## src/trc_pkg.sv

```systemverilog
`default_nettype none
// ----------------------------------------------------------------------------
// trc_pkg
// types, codes and helpers shared by the triangle rasterizer blocks
// ----------------------------------------------------------------------------
package trc_pkg;

	localparam int MAX_WIDTH_DEF  = 64;
	localparam int MAX_HEIGHT_DEF = 64;

	localparam logic [23:0] WHITE     = 24'hFFFFFF;
	localparam logic [12:0] COUNT_MAX = 13'd8191;

	localparam int CW = 13; // clamped box coordinates, signed
	localparam int MW = 18; // multiplier operands, signed
	localparam int EW = 40; // edge function accumulators, signed

	localparam logic [1:0] CMD_CLEAR = 2'd0;
	localparam logic [1:0] CMD_DRAW  = 2'd1;
	localparam logic [1:0] CMD_READ  = 2'd2;

	localparam logic [1:0] REG_WIDTH  = 2'd0;
	localparam logic [1:0] REG_HEIGHT = 2'd1;

	typedef struct packed {
		logic [1:0]         command;
		logic signed [15:0] vertex_a_x;
		logic signed [15:0] vertex_a_y;
		logic signed [15:0] vertex_b_x;
		logic signed [15:0] vertex_b_y;
		logic signed [15:0] vertex_c_x;
		logic signed [15:0] vertex_c_y;
		logic [15:0]        color_level;
		logic [5:0]         read_column;
		logic [5:0]         read_row;
	} item_t;

	typedef struct packed {
		logic [7:0]  red;
		logic [7:0]  green;
		logic [7:0]  blue;
		logic        degenerate;
		logic [12:0] pixels_written;
	} result_t;

	typedef struct packed {
		logic       load;
		logic       sweep;
		logic       mul_go;
		logic [2:0] mul_idx;
		logic       walk_init;
		logic       walk;
		logic       rd_issue;
		logic       res_load;
	} ctrl_cmd_t;

	typedef struct packed {
		logic sweep_last;
		logic area_zero;
		logic box_empty;
		logic walk_last;
	} dp_status_t;

	// four-segment jet ramp, 0.16 level to packed rgb
	function automatic logic [23:0] jet(input logic [15:0] lv);
		logic [21:0] prod;
		logic [21:0] rsum;
		logic [7:0]  lo;
		logic [7:0]  hi;
		logic [23:0] rgb;
		prod = {lv[13:0], 8'b0} - {8'b0, lv[13:0]};
		rsum = prod + 22'd16383;
		lo   = prod[21:14];
		hi   = rsum[21:14];
		case (lv[15:14])
			2'd0:    rgb = {8'd0, lo, 8'd255};
			2'd1:    rgb = {8'd0, 8'd255, 8'd255 - hi};
			2'd2:    rgb = {lo, 8'd255, 8'd0};
			default: rgb = {8'd255, 8'd255 - hi, 8'd0};
		endcase
		return rgb;
	endfunction

	function automatic logic signed [MW-1:0] diff(input logic signed [16:0] a,
		input logic signed [16:0] b);
		return MW'(a) - MW'(b);
	endfunction

endpackage
`default_nettype wire

```

## src/trc_ctrl.sv

```systemverilog
`default_nettype none
// ----------------------------------------------------------------------------
// trc_ctrl
// command sequencer: store sweep, setup products, pixel walk, read, result
// ----------------------------------------------------------------------------
module trc_ctrl import trc_pkg::*; (
	input  wire logic       clk,
	input  wire logic       arst_n,
	input  wire logic       item_valid,
	output logic            item_ready,
	input  wire logic [1:0] item_command,
	output logic            result_valid,
	input  wire logic       result_ready,
	input  wire dp_status_t status,
	output ctrl_cmd_t       cmd
);
	typedef enum logic [7:0] {
		ST_INIT  = 8'b0000_0001,
		ST_IDLE  = 8'b0000_0010,
		ST_CLEAR = 8'b0000_0100,
		ST_SETUP = 8'b0000_1000,
		ST_CHECK = 8'b0001_0000,
		ST_WALK  = 8'b0010_0000,
		ST_READ  = 8'b0100_0000,
		ST_DONE  = 8'b1000_0000
	} state_t;

	state_t     state_q, state_d;
	logic [3:0] step_q;
	logic       res_valid_q;
	logic       accept;

	assign item_ready   = (state_q == ST_IDLE);
	assign accept       = item_valid && item_ready;
	assign result_valid = res_valid_q;

	always_comb begin
		cmd     = '0;
		state_d = state_q;
		case (state_q)
			ST_INIT: begin
				cmd.sweep = 1'b1;
				if (status.sweep_last) state_d = ST_IDLE;
			end
			ST_IDLE: begin
				if (accept) begin
					cmd.load = 1'b1;
					case (item_command)
						CMD_CLEAR: state_d = ST_CLEAR;
						CMD_DRAW:  state_d = ST_SETUP;
						CMD_READ:  state_d = ST_READ;
						default:   state_d = ST_DONE;
					endcase
				end
			end
			ST_CLEAR: begin
				cmd.sweep = 1'b1;
				if (status.sweep_last) state_d = ST_DONE;
			end
			ST_SETUP: begin
				cmd.mul_go  = !step_q[3];
				cmd.mul_idx = step_q[2:0];
				// one extra step drains the product register
				if (step_q[3]) state_d = ST_CHECK;
			end
			ST_CHECK: begin
				if (status.area_zero || status.box_empty) begin
					state_d = ST_DONE;
				end else begin
					cmd.walk_init = 1'b1;
					state_d       = ST_WALK;
				end
			end
			ST_WALK: begin
				cmd.walk = 1'b1;
				if (status.walk_last) state_d = ST_DONE;
			end
			ST_READ: begin
				cmd.rd_issue = 1'b1;
				state_d      = ST_DONE;
			end
			ST_DONE: begin
				if (!res_valid_q || result_ready) begin
					cmd.res_load = 1'b1;
					state_d      = ST_IDLE;
				end
			end
			default: state_d = ST_IDLE;
		endcase
	end

	always_ff @(posedge clk or negedge arst_n) begin
		if (!arst_n) begin
			state_q     <= ST_INIT;
			step_q      <= '0;
			res_valid_q <= 1'b0;
		end else begin
			state_q <= state_d;
			if (cmd.load) begin
				step_q <= '0;
			end else if (state_q == ST_SETUP) begin
				step_q <= step_q + 4'd1;
			end
			if (cmd.res_load) begin
				res_valid_q <= 1'b1;
			end else if (result_ready) begin
				res_valid_q <= 1'b0;
			end
		end
	end
endmodule
`default_nettype wire

```

## config.mk

```make
export PLATFORM = sky130hd
export DESIGN_NAME = trc_ctrl
export DESIGN_NICKNAME = d
export VERILOG_FILES = /design/src/trc_pkg.sv /design/src/trc_ctrl.sv
export SDC_FILE = /design/constraint.sdc
export NUM_CORES = 1
export LEC_CHECK = 0
export BUFFER_PORTS_ARGS = -buffer_cell sky130_fd_sc_hd__buf_2
export CAP_MARGIN = 10
export CORE_UTILIZATION = 35
export CTS_CLUSTER_SIZE = 14
export DETAILED_ROUTE_END_ITERATION = 7
export MAX_ROUTING_LAYER = met4
export PLACE_DENSITY = 0.59
export SLEW_MARGIN = 20
export SYNTH_ARGS = -nofsm -noshare
export SYNTH_HDL_FRONTEND = slang
export SYNTH_SLANG_ARGS = --single-unit
```

## constraint.sdc

```tcl
create_clock -name clk -period 2.1 [get_ports clk]
set_clock_uncertainty 0.05 [all_clocks]
set_input_delay 0.105 -clock clk [delete_from_list [all_inputs] [get_ports clk]]
set_output_delay 0.105 -clock clk [all_outputs]
set_load 0.02 [all_outputs]
```

==> impl_metrics.yaml, run 1 <==
synth:
  ys_ff_latch: 13
  synth_top_area_cell: "dfrtp_1"
  syn_nets: 104
  seq_area_frac_synth: 0.356
  synth_area_leaders: "dfrtp_1 33%, nor4b_1 4.8%, nor4_4 4.6%"
  syn_area_um2: 918
  synth_cells: 93
  synth-simple-area-share: 0.386
  synth-compound-area-share: 0.121
  synth.distinct_cells: 41
  synth_warnings: 0
  post_synth.cell_area_avg_um2: 9.88
  synthDominantCellAreaShare: 0.327
  synthAdderAreaFrac: 0.0136
  synth_xor_area_frac: 0.0572
  synth_top_family_by_area: "simple AND/OR/NAND/NOR gates"
  synthMuxAreaShare: 0.0163
drt:
  vias_per_cell: 5.48
  antenna_left: 0
  drt-pass1-iter-count: 4
  vias: 849
  drt_iter0_drc: 17
  wire_per_inst_um: 13.6
  drt-total-wl_mm: 2.11
  drc: 0
layout:
  drive_gt1_frac: 0.432
  fin_nets: 137
  antennaDiodeCount: 0
  synthToLayoutAreaGrowth_pct: 26.2
  layoutNonFillerInstCount: 155
timing:
  period_share: 0.943
  setup_ws_ns: 0.120
  worst_pin_slew_ns: 0.415
  slew_headroom: 0.720
  rsz0062_at_grt: "no"
  setup_viol: 0
  max_freq_mhz: 505
  tns_ns: 0
  period_minus_slack_ns: 1.98
  slew_viol_final: 0
  hold_viol_final: 0
grt:
  grt_pass1_wl_mm: 3.28
  grt.total_usage: 0.168
  grt_max_degree: 14
  grt-ovfl-total: 0
  antenna_found_initial: 0
  grt_pass1_vias: 722
min_path:
  hold_class: "in2reg"
  worstHoldStart: "item_command[1]"
  hold_path_end: "state_q[6]"
  min_path_cells: 2
floorplan:
  fp-row-count: 18
  die_width_um: 53.2
  die-area_um2: 2830
  chipHeight_um: 53.2
  start_util: 0.371
  boundaryPins: 22
  coreArea_um2: 2480
clocking:
  htreeDepth: 1
  cts_tree: "yes"
  path_clk_slew_ns: 0.08
  cts_buffer_depth: 2
  clk_latency_ns: 0.28
  clockRootBuffer: "clkbuf_4"
  numCtsBuffers: 3
  cts_sinks: 13
setup_path:
  r2r_setup_slack_ns: 0.14
  crit_path_max_incr_delay_ns: 0.49
  r2r_cells: 4
  crit_type: "reg2out"
  worstPathMaxFanout: 8
  critPathRequiredTime_ns: 1.95
  crit-reg2reg-capture: "state_q[2]"
  cp_slowest_cell: "dfrtp_1"
  worstPathArrival_ns: 1.83
  path_cells: "nor4_4, buf_4, nand2_1, nor3_1, buf_2"
  rr_startpoint: "state_q[0]"
  worstSetupEndpointType: "output pin"
  start_kind: "flop"
placed_design:
  dpl.cell_count: 144
  dp_hpwl_mm: 1.53
  place_ws_ns: 0.164
  place_congestion: 0.883
  portBuffers: 21
run:
  max-cap-violations: 0
power_and_ir_drop:
  leakage_nw: 0.565
  ir_worst_vdd_mv: 0.594
  power_density_nw_per_um2: 1160
run_status:
  status: "complete, no violations"
## worst max-delay path: cells and delay by family, from the launching register on
kind,cells,cell delay (ns)
flops,1,0.49
buf+inv,2,0.40
simple gates,3,0.64
## per-layer routing
metal	share of wire	global-route usage	wire length, um
met1	0.49	0.233	1020
met5	0	-	0
met2	0.45	0.242	956
met4	0.017	0.0789	36
met3	0.042	0.0172	89
## power breakdown
group / switching, W / internal, W
sequential: 0.000115 / 0.000306
clock: 0.0000821 / 0.0000707
combinational: 0.000394 / 0.000377
## logic make-up after synthesis
group                    after synthesis
multiplexers                           1
buffers and inverters                  7
XOR/XNOR                               6
flip-flops                            13
AO/OA/AOI/OAI                         13
AND/OR/NAND/NOR                       52
adder cells (fa/ha/maj)                1
## flip-flops by register name, indices dropped and copies added (netlist names)
register,cells
state_q,8
result_valid,1
step_q,4
## synth_stat cells
library cell and number:
a21oi_1 2, a31o_2 1, and2_1 3, and2_2 1, and3_1 1, and3_2 4, and3b_1 1, and4_1 1
buf_2 1, buf_4 3, buf_6 1, dfrtp_1 12, dfstp_2 1, ha_1 1, inv_1 2, mux2_4 1
nand2_1 6, nand2_2 1, nand2b_1 2, nand3_1 1, nand3b_1 1, nand4_1 2, nand4b_1 2, nor2_1 11
nor2b_1 1, nor3_1 4, nor4_1 2, nor4_4 2, nor4b_1 5, nor4b_4 1, o2111a_1 1, o2111ai_1 1
o211ai_1 1, o211ai_2 1, o21ai_0 2, o221a_2 1, o22ai_1 1, o311ai_2 1, o32ai_1 1, xnor2_1 2
xor2_1 4
## worst max-delay path by stage
stage          startpoint          to
2_1_floorplan  state_q[7]   step_q[0]
3_3_place_gp   state_q[2]  state_q[2]
3_5_place_dp   state_q[2]  state_q[2]
4_1_cts        state_q[7]      cmd[9]
5_1_grt        state_q[4]      cmd[8]
6_report       state_q[4]      cmd[8]
## per-stage QoR
| stage | util | power [W] | hold slack, ns | area (um^2) |
|---|---|---|---|---|
| after floorplan | - | 0.000909 | -0.241 | 918 |
| after global placement | 0.428 | 0.00109 | -0.0415 | 1060 |
| after detailed placement | 0.428 | 0.00111 | -0.0496 | 1060 |
| after CTS | 0.451 | 0.00127 | 0.0647 | 1120 |
| after global routing | 0.468 | 0.00144 | 0.0653 | 1160 |
| final | 0.468 | 0.00135 | 0.0676 | 1160 |
## timing repair
action                                  4_1_cts  5_1_grt
endpoints found under the setup margin        0        2
gates resized for setup                       0        5
hold buffers                                  3        0
hold endpoints to repair                     15        0
setup buffers                                 0        4
## placed cells by master, fill, tap and decap left out, types with 3 or more instances in the layout
cell	count
dlygate4sd3_1	3
buf_2	21
nand2_1	6
clkbuf_4	3
dfrtp_1	9
nor3_1	4
nor4b_1	5
and3_2	4
dfrtp_2	3
buf_4	9
nor2_1	11
xor2_1	4
## final cells by class
| cell class | count | area [um^2] |
|---|---|---|
| Sequential cell | 13 | 330 |
| Fill cell | 252 | 1320 |
| Tap cell | 30 | 37.5 |
| Inverter | 2 | 7.51 |
| Multi-Input combinational cell | 73 | 553 |
| Timing Repair Buffer | 33 | 203 |
| Clock inverter | 1 | 5.00 |
| Clock buffer | 3 | 22.5 |
(Power assumes the default switching activity.)
==> inputs of run 2 (changes only) <==
--- a/config.mk
+++ b/config.mk
@@ -7,6 +7,7 @@
 export LEC_CHECK = 0
 export BUFFER_PORTS_ARGS = -buffer_cell sky130_fd_sc_hd__buf_2
 export CAP_MARGIN = 10
+export CORE_ASPECT_RATIO = 1.5
 export CORE_UTILIZATION = 35
 export CTS_CLUSTER_SIZE = 14
 export DETAILED_ROUTE_END_ITERATION = 7
==> run 2 against run 1 <==
Sequential power down 3%. Total power down 0.12%. Flip-flop and latch count unchanged. Clock power about the same.
==> impl_metrics.yaml, run 2 (synthesis gave the netlist of run 1 again) <==
timing:
  worst_pin_slew_ns: 0.406
  max_freq_mhz: 503
  setup_viol: 0
  period_share: 0.946
  slew_headroom: 0.729
  period_minus_slack_ns: 1.99
  rsz0062_at_grt: "no"
  tns_ns: 0
  setup_ws_ns: 0.113
  hold_viol_final: 0
  slew_viol_final: 0
power_and_ir_drop:
  ir_worst_vdd_mv: 0.724
  power_density_nw_per_um2: 1170
  leakage_nw: 0.561
clocking:
  htreeDepth: 1
  cts_buffer_depth: 2
  clockRootBuffer: "clkbuf_4"
  clk_latency_ns: 0.28
  cts_sinks: 13
  cts_tree: "yes"
  numCtsBuffers: 3
  path_clk_slew_ns: 0.08
layout:
  synthToLayoutAreaGrowth_pct: 24.9
  largest_register: "state_q"
  fin_nets: 135
  largest_reg_flops: 8
  antennaDiodeCount: 0
  design_area_um2: 1150
  drive_gt1_frac: 0.415
  final_cell_mix: "21 x buf_2, 11 x nor2_1, 11 x dfrtp_1"
  final_common_cell: "buf_2"
grt:
  grt_pass1_wl_mm: 3.69
  antenna_found_initial: 0
  grt-ovfl-total: 0
  grt.total_usage: 0.182
  grt_max_degree: 14
  grt_pass1_vias: 814
drt:
  antenna_left: 0
  drt-total-wl_mm: 2.14
  drc: 0
  drt_iter0_drc: 18
  drt-pass1-iter-count: 2
  vias: 825
  vias_per_cell: 5.61
  wire_per_inst_um: 14.6
placed_design:
  place_ws_ns: 0.159
  dp_hpwl_mm: 1.70
  place_congestion: 0.781
  dpl_cell_area_um2: 1050
  portBuffers: 21
floorplan:
  coreArea_um2: 2480
  boundaryPins: 22
  fp-row-count: 22
  die-area_um2: 2840
  start_util: 0.371
  die_width_um: 43.8
  chipHeight_um: 64.7
run:
  max-cap-violations: 0
setup_path:
  crit-reg2reg-capture: "state_q[2]"
  worstSetupEndpointType: "output pin"
  rr_startpoint: "state_q[0]"
  cp-startpoint: "state_q[1]"
  worstPathMaxFanout: 8
  worstPathArrival_ns: 1.83
  r2r_cells: 4
  crit_type: "reg2out"
  start_kind: "flop"
  critPathRequiredTime_ns: 1.95
  crit_end: "cmd[0]"
  r2r_setup_slack_ns: 0.23
min_path:
  hold_class: "in2reg"
  worstHoldStart: "result_ready"
run_status:
  status: "complete, no violations"
## run 2: cell types whose count changed in the layout (fill, tap and decap cells not counted)
| cell | change |
|---|---|
| nor4_2 | -1 |
| dfrtp_1 | +2 |
| nor3_2 | +1 |
| dfrtp_2 | -2 |
| nor4_4 | +1 |
| nor3_1 | -1 |
| buf_4 | -2 |
## run 2: critical path, stage by stage (launching register included)
cell	delay, ns
dfrtp_1	0.45
buf_4	0.20
nor4_4	0.31
and2_1	0.19
nand3b_1	0.13
nor2_1	0.11
buf_2	0.17
## run 2: worst min path at each step
stage,end,slack (ns),cells past startpoint
floorplan,result_valid,-0.24,0
global placement,step_q[2],-0.05,1
detailed placement,step_q[2],-0.04,1
CTS,result_valid,0.06,3
global route,state_q[6],0.06,2
finish,result_valid,0.06,3
## run 2: routing by layer
| metal | routed length [um] | up-vias | track usage | part of all wire |
|---|---|---|---|---|
| met5 | 0 | - | - | 0 |
| met4 | 64 | 0 | 0.109 | 0.030 |
| met3 | 51 | 7 | 0.0195 | 0.024 |
| met2 | 1180 | 14 | 0.328 | 0.55 |
| met1 | 848 | 396 | 0.180 | 0.40 |
| li1 | - | 408 | - | - |
## run 2: layout make-up
cell class                 count  area [um^2]
multi-input combinational     73          567
timing repair buffer          31          188
sequential                    13          328
tap                           24         30.0
clock buffer                   3         22.5
fill                         259         1330
inverter                       2         7.51
clock inverter                 1         5.00
## run 2: where the power goes
group | internal, W | switching [W]
combinational | 0.000380 | 0.000399
sequential | 0.000303 | 0.000107
clock | 0.0000707 | 0.0000845
total | 0.000753 | 0.000590
## run 2: metrics by stage
step,std cells,power (W),util,hold slack (ns)
after floorplan,93,0.000909,-,-0.241
after global placement,138,0.00111,0.425,-0.0466
after detailed placement,138,0.00111,0.425,-0.0386
after CTS,146,0.00131,0.454,0.0554
after global routing,147,0.00145,0.463,0.0647
final,147,0.00134,0.463,0.0580
## run 2: repair_timing
item                                    CTS  global route
pin swaps                                 1             1
endpoints found under the setup margin    2             3
hold endpoints to repair                 15             0
hold buffers                              3             0
gates resized for setup                   1             4
buffers inserted                          1             1
==> inputs of run 3 (changes only) <==
--- a/config.mk
+++ b/config.mk
@@ -11,7 +11,6 @@
 export CORE_UTILIZATION = 35
 export CTS_CLUSTER_SIZE = 14
 export DETAILED_ROUTE_END_ITERATION = 7
-export MAX_ROUTING_LAYER = met4
 export PLACE_DENSITY = 0.59
 export SLEW_MARGIN = 20
 export SYNTH_ARGS = -nofsm -noshare
==> run 3 against run 2 <==
Clock power is essentially flat. Worst setup slack worse by 0.0079 ns. Register-to-register slack hardly changed. Flip-flop and latch count unchanged. Global-route usage decreased by 0.29 points. First-iteration DRC count decreased by 11%. Core utilization unchanged. Count of clock-buffer cells in the layout is the same. Total power rose by 0.52%. Largest cell class unchanged.
==> impl_metrics.yaml, run 3 (synthesis gave the netlist of run 1 again) <==
layout:
  largest_reg_flops: 8
  drive_gt1_frac: 0.415
  synthToLayoutAreaGrowth_pct: 24.9
  layoutNonFillerInstCount: 147
  final_cell_mix: "21 x buf_2, 11 x nor2_1, 11 x dfrtp_1"
  largest_register: "state_q"
  fin_nets: 135
  final_common_cell: "buf_2"
  antennaDiodeCount: 0
setup_path:
  start_kind: "flop"
  crit_end: "cmd[0]"
  cp-startpoint: "state_q[1]"
  crit-reg2reg-capture: "state_q[2]"
  crit_type: "reg2out"
  rr_startpoint: "state_q[0]"
  cp_slowest_cell: "dfrtp_1"
  worstPathMaxFanout: 8
  path_cells: "buf_4, nor4_4, and2_1, nand3b_1, nor2_1, buf_2"
  crit_path_max_incr_delay_ns: 0.46
  worstSetupEndpointType: "output pin"
  r2r_setup_slack_ns: 0.23
  critPathRequiredTime_ns: 1.95
  r2r_cells: 4
  worstPathArrival_ns: 1.84
drt:
  vias_per_cell: 5.73
  wire_per_inst_um: 14.8
  drc: 0
  wl_met2_mm: 1.23
  drt-pass1-iter-count: 5
  wl_met3_um: 70
  vias: 843
  antenna_left: 0
  wl_met1_um: 835
  drt_iter0_drc: 16
  top_layer: "met4"
  drt-total-wl_mm: 2.18
placed_design:
  dpl.cell_count: 138
  dp_hpwl_mm: 1.70
  place_ws_ns: 0.159
  place_congestion: 0.771
  portBuffers: 21
timing:
  period_share: 0.950
  slew_viol_final: 0
  setup_ws_ns: 0.106
  slew_headroom: 0.722
  hold_viol_final: 0
  tns_ns: 0
  max_freq_mhz: 501
  period_minus_slack_ns: 1.99
  rsz0062_at_grt: "no"
  setup_viol: 0
  worst_pin_slew_ns: 0.418
floorplan:
  coreArea_um2: 2480
  fp-row-count: 22
  die-area_um2: 2840
  chipHeight_um: 64.7
  die_width_um: 43.8
  start_util: 0.371
  boundaryPins: 22
clocking:
  cts_buffer_depth: 2
  clockRootBuffer: "clkbuf_4"
  cts_tree: "yes"
  htreeDepth: 1
  clk_latency_ns: 0.27
  numCtsBuffers: 3
  path_clk_slew_ns: 0.08
  cts_sinks: 13
run_status:
  status: "complete, no violations"
grt:
  grt_pass1_vias: 815
  antenna_found_initial: 0
  grt_max_degree: 14
  grt_pass1_wl_mm: 3.71
  grt-ovfl-total: 0
  grt.total_usage: 0.179
min_path:
  hold_class: "in2reg"
power_and_ir_drop:
  leakage_nw: 0.561
  power_density_nw_per_um2: 1180
  ir_worst_vdd_mv: 0.730
run:
  max-cap-violations: 0
[run 3: stage by stage]
stage / total power [W] / instance area [um^2] / utilization / hold slack, ns
final: 0.00135 / 1150 / 0.463 / 0.0633
after global routing: 0.00145 / 1150 / 0.463 / 0.0595
after CTS: 0.00131 / 1120 / 0.454 / 0.0554
after detailed placement: 0.00111 / 1050 / 0.425 / -0.0386
after global placement: 0.00111 / 1050 / 0.425 / -0.0466
after floorplan: 0.000909 / 918 / - / -0.241
[run 3: worst min path at each step]
| stage | startpoint | to | slack (ns) | cells after the start |
|---|---|---|---|---|
| after floorplan | arst_n | result_valid | -0.24 | 0 |
| after global placement | arst_n | step_q[2] | -0.05 | 1 |
| after detailed placement | arst_n | step_q[2] | -0.04 | 1 |
| after CTS | result_ready | result_valid | 0.06 | 3 |
| after global routing | item_command[1] | state_q[6] | 0.06 | 2 |
| final | result_ready | result_valid | 0.06 | 3 |
[run 3: repair_timing]
item | CTS | global route
cloned | 0 | 0
endpoints found under the setup margin | 2 | 3
setup buffers | 1 | 1
pin swaps | 1 | 1
hold endpoints to repair | 15 | 0
resized for setup | 1 | 4
hold buffers | 3 | 0
[run 3: critical path, delay by kind of cell, from the launching register on]
kind	cells	cell delay, ns
and+or+nand+nor	4	0.73
DFF	1	0.46
buffers and inverters	2	0.37
[run 3: final cells by class]
cell class | instances | area [um^2]
fill | 259 | 1330
multi-input combinational | 73 | 567
sequential | 13 | 328
timing repair buffer | 31 | 188
tap | 24 | 30.0
clock buffer | 3 | 22.5
inverter | 2 | 7.51
clock inverter | 1 | 5.00
[run 3: report_power, final]
| part | switching, W | leakage (nW) | internal (W) |
|---|---|---|---|
| registers | 0.000109 | 0.172 | 0.000303 |
| clock network | 0.0000830 | 0.0177 | 0.0000706 |
| logic | 0.000405 | 0.372 | 0.000380 |
[run 3: layer usage]
metal  vias up  GRT usage
met5         -          0
met4         0      0.109
met3         6     0.0306
met2        22      0.328
met1       405      0.178
li1        410          -
